File: config.mk
export PLATFORM = sky130hd
export DESIGN_NAME = ldp_delay
export DESIGN_NICKNAME = d
export VERILOG_FILES = /design/src/sv/ldp_delay.sv
export SDC_FILE = /design/constraint.sdc
export NUM_CORES = 1
export LEC_CHECK = 0
export CAP_MARGIN = 40
export CELL_PAD_IN_SITES_DETAIL_PLACEMENT = 1
export CELL_PAD_IN_SITES_GLOBAL_PLACEMENT = 1
export CORE_MARGIN = 3
export CORE_UTILIZATION = 41
export CTS_CLUSTER_SIZE = 40
export DETAILED_ROUTE_END_ITERATION = 7
export DONT_BUFFER_PORTS = 1
export PLACE_DENSITY_LB_ADDON = 0.1
export SYNTH_ARGS = -nofsm -noshare
export SYNTH_HDL_FRONTEND = slang
export SYNTH_SLANG_ARGS = --single-unit
File: constraint.sdc
create_clock -name i_clk -period 0.8 [get_ports i_clk]
set_clock_uncertainty 0.2 [all_clocks]
set_input_delay 0.12 -clock i_clk [delete_from_list [all_inputs] [get_ports i_clk]]
set_output_delay 0.12 -clock i_clk [all_outputs]
set_load 0.01 [all_outputs]
File: src/sv/ldp_delay.sv
// Enabled shift line: a word passes through DEPTH registers, which shift only while i_en is high.
// No package dependency.
module ldp_delay #(
    parameter int W     = 8,
    parameter int DEPTH = 2
) (
    input  logic         i_clk,
    input  logic         i_en,
    input  logic [W-1:0] i_d,
    output logic [W-1:0] o_q
);
    logic [W-1:0] r_tap [DEPTH];

    always_ff @(posedge i_clk) begin
        if (i_en) begin
            r_tap[0] <= i_d;
            for (int i = 1; i < DEPTH; i++) begin
                r_tap[i] <= r_tap[i-1];
            end
        end
    end

    assign o_q = r_tap[DEPTH-1];
endmodule

==> results by group, run 1 <==
STA
  – Final Critical Period: 1.02 ns
  – Final hold vios: 24
  – Final worst setup slack: -0.224 ns
  – Final setup TNS: -1.87 ns
  – Max Freq: 977 MHz
  – Max-slew headroom: 91.3%
  – Final setup viols: 16
  – RSZ-0062 raised after global routing: yes
  – Slew at the pin with the worst max-slew slack: 0.130 ns
  – Final period utilization: 128%
  – Min Hold Slack: -0.259 ns
  – Final slew viol count: 0

Logic synthesis
  – Synthesized flop and latch total: 16
  – Area share of the largest cell type after synthesis: 88.9%
  – Cell taking the most area after synthesis: edfxtp_1
  – Syn Nets: 34
  – Cell Area, Synth: 541 um2
  – Sequential element share of the synthesized area: 88.9%
  – Synth Area per Inst: 22.5 um2
  – Post-synth cell types: 2
  – Leading post-synthesis cells by cell area: edfxtp_1 89%, buf_4 11%
  – Syn Inst Count: 24
  – Synth warn: 0

Route
  – Routed wire length: 468 um
  – DRC: 0
  – DR WL met3: 63 um
  – Initial DRC Count: 0
  – Max layer used: met4
  – M1 WL: 236 um
  – Via count: 163
  – DR vias/cell: 4.94
  – WL met2: 139 um
  – Routed length per instance: 14.2 um
  – DRT Pass-1 Iters: 1
  – Post-DRT Antenna Nets: 0

Finish
  – Most common cell after layout, fill and taps aside: edfxtp_1
  – Most frequent cells in the layout: 16 x edfxtp_1, 3 x clkbuf_4
  – Layout cells sized above 1: 15.8%
  – Fin nets: 31
  – Filler cell count: 111
  – Largest regs: r_tap x16
  – Util after Layout: 44.4%
  – Max reg flops: 16
  – Multi-input gates: 0
  – Diodes inserted: 0
  – Multi-input gate area: 0 um2
  – Area delta synth->final: -3.70%
  – Final instance area: 520 um2
  – Non-Filler Instances: 33
  – Biggest register: r_tap

Run status
  – Outcome: finished with violations
  – Failing checks: negative hold slack, negative setup slack

GRT
  – Gr ovfl total: 0
  – First-pass GRT wire length: 731 um
  – Vias in the first global route: 174
  – GRT Util Overall: 6.23%
  – Antenna violations before repair: 0
  – Pin count of the biggest net entering global routing: 17

Placed design
  – Port Buffer Count: 0
  – Dpl cell area: 498 um2
  – Placed cell count: 30
  – Worst slack, placed: -0.0155 ns
  – Routability-driven placement congestion ratio: 0.589

Power and ir drop
  – Power Total: 1.40 mW
  – Pwr Density: 2690 nW/um2
  – Peak VDD IR: 1070 uV
  – Static leakage: 0.170 nW

Critical path
  – Crit start category: flip-flop
  – Crit path kind: reg2out
  – CP endpoint kind: output port
  – R2R setup slack: -0.02 ns
  – Worst-path maximum fanout: 1
  – WP data required: 0.48 ns
  – WP data arrival: 0.70 ns

Die
  – DIE WIDTH: 42.3 um
  – Core Area: 1170 um2
  – Rows: 12
  – Die H: 42.3 um
  – Die ar.: 1790 um2
  – Initial Utilization: 46.2%
  – Io pins: 18

Clocking
  – H-tree levels: 1
  – # clock sinks: 16
  – Post CTS Setup Buffer Count: 0
  – Worst-Skew Late Latency: 0.27 ns
  – Clk slew on worst S/H paths: 0.07 ns
  – Clock root buffer: clkbuf_4
  – Max Root-Sink Buffers: 2
  – CTS tree: done
  – Inserted Clock Buffers: 3

Flow run
  – Maxcap violations: 0

Worst hold path
  – Worst hold-check path type: in2reg
[Yosys cell counts]
cell type,instances
edfxtp_1,16
buf_4,8
[metal layers]
metal | up-vias | global-route usage, %
met3 | 3 | 3.43
li1 | 70 | -
met2 | 20 | 4.86
met5 | - | 0
met4 | 0 | 11.2
met1 | 70 | 7.63
[layout make-up]
class,instances,area (um2),area share [%]
tap,14,17.5,3.37
clock buffer,3,22.5,4.33
sequential,16,480,92.3
[final timing paths]
path / startpoint / end / cells after the start
worst max register to register: r_tap[0][4] / r_tap[0][12] / 0
worst min-delay path: i_d[7] / r_tap[0][7] / 0
worst min register to register: r_tap[0][7] / r_tap[0][15] / 0
worst max-delay path: r_tap[0][11] / o_q[3] / 0
[cell families after synthesis]
group                  Yosys count  synth area share, %
buffers and inverters            8                 11.1
DFF                             16                 88.9
[power by group]
| group | switching [mW] | internal (mW) |
|---|---|---|
| sequential | 0.0320 | 0.996 |
| combinational | 0 | 0 |
| clock | 0.200 | 0.174 |
| total | 0.232 | 1.17 |
[timing repair]
item                                    in CTS  in global routing
resized for setup                            0                  0
pin swaps                                    0                  0
endpoints found under the setup margin      16                 16
hold endpoints to repair                    24                 24
No activity file was read; power rests on OpenSTA's default activity.
==> run 2, diff against run 1 <==
--- a/config.mk
+++ b/config.mk
@@ -5,14 +5,13 @@
 export SDC_FILE = /design/constraint.sdc
 export NUM_CORES = 1
 export LEC_CHECK = 0
-export CAP_MARGIN = 40
+export BUFFER_PORTS_ARGS = -buffer_cell sky130_fd_sc_hd__buf_4
 export CELL_PAD_IN_SITES_DETAIL_PLACEMENT = 1
 export CELL_PAD_IN_SITES_GLOBAL_PLACEMENT = 1
 export CORE_MARGIN = 3
-export CORE_UTILIZATION = 41
+export CORE_UTILIZATION = 34
 export CTS_CLUSTER_SIZE = 40
 export DETAILED_ROUTE_END_ITERATION = 7
-export DONT_BUFFER_PORTS = 1
 export PLACE_DENSITY_LB_ADDON = 0.1
 export SYNTH_ARGS = -nofsm -noshare
 export SYNTH_HDL_FRONTEND = slang
==> run 2 against run 1 <==
Net effect:
- the run still ends with negative hold slack, negative setup slack left
- worst setup slack lost 0.097 ns
- non-clock buffer count grew 17
- die area rose by 18%
- register-to-register slack got worse by 0.03 ns
- largest power group unchanged
==> results by group, run 2 (same netlist as run 1, synthesis figures left out) <==
Finish
  – Multi-input gates: 0 (unchanged)
  – Layout cells sized above 1: 55.6% (was 15.8%)
  – Max reg flops: 16 (unchanged)
  – Multi-input gate area: 0 um2 (unchanged)
  – Util after Layout: 48.6% (was 44.4%)
  – Filler cell count: 133 (was 111)
  – Most frequent cells in the layout: 16 x edfxtp_1, 9 x buf_4, 8 x buf_6 (was 16 x edfxtp_1, 3 x clkbuf_4)
  – Area delta synth->final: 25.7% (was -3.70%)
  – Biggest register: r_tap (unchanged)
  – Fin nets: 48 (was 31)
  – Diodes inserted: 0 (unchanged)
  – Most common cell after layout, fill and taps aside: edfxtp_1 (unchanged)
  – Largest regs: r_tap x16 (unchanged)

Critical path
  – CP endpoint kind: output port (unchanged)
  – Worst path bufs/invs: 1
  – CP max-delay cell: edfxtp_1
  – WP data arrival: 0.80 ns (was 0.70 ns)
  – CP delay by family, top: flip-flops
  – WP data required: 0.48 ns (about the same)
  – Worst-path maximum fanout: 1 (unchanged)
  – Critical-path cell list: buf_6
  – Crit start category: flip-flop (unchanged)
  – Crit path kind: reg2out (unchanged)
  – Crit path largest cell delay: 0.40 ns

STA
  – Slew at the pin with the worst max-slew slack: 0.196 ns (was 0.130 ns)
  – Final period utilization: 140% (was 128%)
  – Max-slew headroom: 86.9% (was 91.3%)
  – Final slew viol count: 0 (unchanged)
  – Max Freq: 892 MHz (was 977 MHz)
  – Min Hold Slack: -0.184 ns (was -0.259 ns)
  – Final Critical Period: 1.12 ns (was 1.02 ns)
  – Final hold vios: 8 (was 24)
  – RSZ-0062 raised after global routing: yes (unchanged)
  – Final setup viols: 16 (unchanged)
  – Final worst setup slack: -0.321 ns (was -0.224 ns)

GRT
  – First-pass GRT wire length: 1090 um (was 731 um)
  – GRT Util Overall: 8.38% (was 6.23%)
  – Vias in the first global route: 248 (was 174)
  – Gr ovfl total: 0 (unchanged)
  – Pin count of the biggest net entering global routing: 17 (unchanged)
  – Antenna violations before repair: 0 (unchanged)

Clocking
  – H-tree levels: 1 (unchanged)
  – Inserted Clock Buffers: 3 (unchanged)
  – Worst-Skew Late Latency: 0.27 ns (about the same)
  – Post CTS Setup Buffer Count: 0 (unchanged)
  – Max Root-Sink Buffers: 2 (unchanged)
  – Clk slew on worst S/H paths: 0.08 ns (was 0.07 ns)
  – CTS tree: done (unchanged)
  – # clock sinks: 16 (unchanged)
  – Clock root buffer: clkbuf_4 (unchanged)

Die
  – Core Area: 1400 um2 (was 1170 um2)
  – Die ar.: 2100 um2 (was 1790 um2)
  – Io pins: 18 (unchanged)
  – Die H: 45.9 um (was 42.3 um)
  – DIE WIDTH: 45.9 um (was 42.3 um)
  – Rows: 13 (was 12)
  – Initial Utilization: 38.6% (was 46.2%)

Power and ir drop
  – Power Total: 1.52 mW (was 1.40 mW)
  – Pwr Density: 2240 nW/um2 (was 2690 nW/um2)
  – Peak VDD IR: 1230 uV (was 1070 uV)
  – Static leakage: 0.262 nW (was 0.170 nW)

Run status
  – Failing checks: negative hold slack, negative setup slack (unchanged)
  – Outcome: finished with violations (unchanged)

Route
  – DRC: 0 (unchanged)
  – Routed wire length: 660 um (was 468 um)
  – DRT Pass-1 Iters: 2 (was 1)
  – Post-DRT Antenna Nets: 0 (unchanged)
  – Initial DRC Count: 7 (was 0)
  – DR vias/cell: 4.57 (was 4.94)
  – Via count: 233 (was 163)
  – Routed length per instance: 12.9 um (was 14.2 um)

Placed design
  – Routability-driven placement congestion ratio: 0.586 (was 0.589)
  – Port Buffer Count: 17 (was 0)

Worst hold path
  – Worst hold-check path type: in2reg (unchanged)

Flow run
  – Maxcap violations: 0 (unchanged)
## run 2: changes by cell type in the layout (fill, tap and decap cells not counted)
| cell | change |
|---|---|
| buf_4 | +9 |
| buf_6 | +8 |
## run 2: path summary, 6_finish.rpt
check,start,endpoint,slack (ns),cells after the start
max reg2reg,r_tap[0][0],r_tap[0][8],-0.05,0
max,r_tap[0][13],o_q[5],-0.32,1
min,i_d[4],r_tap[0][4],-0.18,1
min reg2reg,r_tap[0][7],r_tap[0][15],0.23,0
## run 2: cell type report
type / count / area (um2) / share of cell area, %
Tap cell: 15 / 18.8 / 2.76
Timing Repair Buffer: 17 / 158 / 23.2
Sequential cell: 16 / 480 / 70.7
Clock buffer: 3 / 22.5 / 3.31
## run 2: per-stage QoR
stage	area (um2)	setup TNS [ns]	setup WS (ns)	cells
floorplan	541	0	0.00439	24
global placement	627	-0.452	-0.0279	48
detailed placement	627	-1.10	-0.0495	48
CTS	668	-2.90	-0.341	51
global route	679	-3.23	-0.371	51
finish	679	-2.74	-0.321	51
## run 2: power by group
part | internal (mW) | switching (mW) | total (mW)
registers | 0.994 | 0.0228 | 1.02
logic | 0.0734 | 0.0411 | 0.114
clock network | 0.174 | 0.215 | 0.389
total | 1.24 | 0.279 | 1.52
## run 2: repair_timing
item | CTS | global route
resized for setup | 5 | 3
endpoints found under the hold margin | 9 | 8
endpoints found under the setup margin | 16 | 16
## run 2: per-layer routing
layer | routed length [um] | up-vias | track usage [%]
met3 | 93 | 2 | 3.95
met1 | 246 | 106 | 9.51
li1 | - | 105 | -
met2 | 304 | 20 | 11.0
met5 | 0 | - | 0
met4 | 14 | 0 | 8.52
==> run 3, diff against run 2 <==
==> constraint.sdc (replaced) <==
create_clock -name i_clk -period 1 [get_ports i_clk]
set_clock_uncertainty 0.2 [all_clocks]
set_input_delay 0.15 -clock i_clk [delete_from_list [all_inputs] [get_ports i_clk]]
set_output_delay 0.15 -clock i_clk [all_outputs]
set_load 0.01 [all_outputs]
==> run 3 against run 2 <==
Net effect:
- the run ends with negative setup slack left
- largest cell class unchanged
- final cell count is 16% higher
- utilization rose by 5.7 points
- global-route usage up 0.74 points
- die area unchanged
- final area is 12% higher
- wire length increased by 11%
- combinational power about the same
- critical path type unchanged
- via count grew 11%
- flip-flop and latch count stayed put
- count of clock-buffer cells in the layout stayed put
==> results by group, run 3 (same netlist as run 1, synthesis figures left out) <==
Power and ir drop
  – Switching Fraction: 18.4% (was 18.3%)
  – Static leakage: 0.295 nW (was 0.262 nW)
  – Peak VDD IR: 1000 uV (was 1230 uV)
  – Clock share of power: 25.1% (was 25.6%)
  – Int Power: 1.01 mW (was 1.24 mW)
  – P_sw: 229 uW (was 279 uW)
  – Power share of the sequential group: 65.4% (was 66.9%)
  – Pwr Density: 1640 nW/um2 (was 2240 nW/um2)
  – Power Total: 1.24 mW (was 1.52 mW)
  – Comb pwr share: 9.4% (was 7.5%)

STA
  – Max-slew headroom: 87.0% (was 86.9%)
  – Final Critical Period: 1.15 ns
  – RSZ-0062 raised after global routing: yes (unchanged)
  – Final period utilization: 115%
  – Final setup viols: 8 (was 16)
  – Final worst setup slack: -0.152 ns (was -0.321 ns)
  – Final slew viol count: 0 (unchanged)
  – Final setup TNS: -1.15 ns (was -2.74 ns)
  – Slew at the pin with the worst max-slew slack: 0.195 ns (was 0.196 ns)
  – Final hold vios: 0 (was 8)
  – Max Freq: 868 MHz

Finish
  – Multi-input gate area: 0 um2 (unchanged)
  – Fin nets: 56 (was 48)
  – Largest regs: r_tap x16 (unchanged)
  – Area delta synth->final: 40.5% (was 25.7%)
  – Most common cell after layout, fill and taps aside: edfxtp_1 (unchanged)
  – Layout cells sized above 1: 45.5% (was 55.6%)
  – Biggest register: r_tap (unchanged)
  – Max reg flops: 16 (unchanged)
  – Multi-input gates: 0 (unchanged)
  – Most frequent cells in the layout: 16 x edfxtp_1, 9 x buf_4, 8 x dlygate4sd3_1, 8 x buf_6, 3 x clkbuf_4 (was 16 x edfxtp_1, 9 x buf_4, 8 x buf_6)
  – Non-Filler Instances: 59 (was 51)
  – Diodes inserted: 0 (unchanged)

Critical path
  – Worst-path maximum fanout: 1 (unchanged)
  – Crit path largest cell delay: 0.40 ns (about the same)
  – Crit path kind: reg2out (unchanged)
  – CP delay by family, top: flip-flops (unchanged)
  – CP endpoint kind: output port (unchanged)
  – WP data required: 0.65 ns (was 0.48 ns)
  – WP data arrival: 0.80 ns (about the same)
  – Crit start category: flip-flop (unchanged)
  – Critical-path cell list: buf_6 (unchanged)
  – CP max-delay cell: edfxtp_1 (unchanged)
  – Worst path bufs/invs: 1 (unchanged)

Clocking
  – Inserted Clock Buffers: 3 (unchanged)
  – Post CTS Setup Buffer Count: 0 (unchanged)
  – CTS tree: done (unchanged)
  – Worst-Skew Late Latency: 0.28 ns (was 0.27 ns)
  – # clock sinks: 16 (unchanged)
  – Clk slew on worst S/H paths: 0.08 ns (about the same)
  – H-tree levels: 1 (unchanged)
  – Max Root-Sink Buffers: 2 (unchanged)
  – Clock root buffer: clkbuf_4 (unchanged)

Route
  – Initial DRC Count: 5 (was 7)
  – DR vias/cell: 4.39 (was 4.57)
  – DRT Pass-1 Iters: 2 (unchanged)
  – Via count: 259 (was 233)
  – Post-DRT Antenna Nets: 0 (unchanged)
  – DRC: 0 (unchanged)
  – Routed wire length: 735 um (was 660 um)
  – Routed length per instance: 12.5 um (was 12.9 um)

Placed design
  – Worst slack, placed: 0.121 ns (was -0.0495 ns)
  – Placed cell count: 48 (unchanged)
  – Port Buffer Count: 17 (unchanged)
  – Routability-driven placement congestion ratio: 0.586 (unchanged)

GRT
  – Vias in the first global route: 278 (was 248)
  – GRT Util Overall: 9.12% (was 8.38%)
  – First-pass GRT wire length: 1180 um (was 1090 um)
  – Antenna violations before repair: 0 (unchanged)
  – Gr ovfl total: 0 (unchanged)
  – Pin count of the biggest net entering global routing: 17 (unchanged)

Run status
  – Outcome: finished with violations (unchanged)
  – Failing checks: negative setup slack (was negative hold slack, negative setup slack)

Die
  – Core Area: 1400 um2 (unchanged)
  – Initial Utilization: 38.6% (unchanged)
  – Io pins: 18 (unchanged)
  – Die ar.: 2100 um2 (unchanged)
  – Die H: 45.9 um (unchanged)
  – DIE WIDTH: 45.9 um (unchanged)
  – Rows: 13 (unchanged)

Flow run
  – Maxcap violations: 0 (unchanged)

Worst hold path
  – Worst hold-check path type: in2reg (unchanged)
## run 3: cell type report
type,instances,area [um2]
clock buffers,3,22.5
fillers,127,639
flip-flops and latches,16,480
well taps,15,18.8
repair buffers,25,238
## run 3: final timing paths
| kind | start | to | slack [ns] | depth (start not counted) |
|---|---|---|---|---|
| hold / removal | i_en | r_tap[0][2] | 0.04 | 1 |
| setup reg to reg | r_tap[0][0] | r_tap[0][8] | 0.15 | 0 |
| setup / recovery | r_tap[0][13] | o_q[5] | -0.15 | 1 |
| hold reg to reg | r_tap[0][7] | r_tap[0][15] | 0.23 | 0 |
## run 3: power by group through the flow
stage | logic (mW) | registers, mW | clock network, mW
6_report | 0.117 | 0.813 | 0.312
3_3_place_gp | 0.0789 | 0.818 | 0
5_1_grt | 0.125 | 0.819 | 0.359
4_1_cts | 0.112 | 0.813 | 0.329
2_1_floorplan | 0.0406 | 0.818 | 0
3_5_place_dp | 0.0807 | 0.825 | 0
## run 3: what timing repair did
item | CTS | global route
hold buffers | 8 | 0
endpoints found under the hold margin | 8 | 0
resized for setup | 5 | 3
setup endpoints to repair | 8 | 8
## run 3: per-layer routing
metal,global-route usage (%),share of wire [%],up-vias
met5,0,0,-
met1,9.51,35,116
met3,3.56,12,2
li1,-,-,121
met2,13.7,51,20
met4,8.52,1.9,0
## run 3: through the flow
| stage | hold slack [ns] | utilization, % | cell area [um2] |
|---|---|---|---|
| after detailed placement | 0.130 | 44.8 | 627 |
| after floorplan | 0.0489 | - | 541 |
| final | 0.0358 | 54.3 | 759 |
| after global routing | 0.0311 | 54.3 | 759 |
| after CTS | 0.0300 | 53.5 | 748 |
| after global placement | 0.129 | 44.8 | 627 |
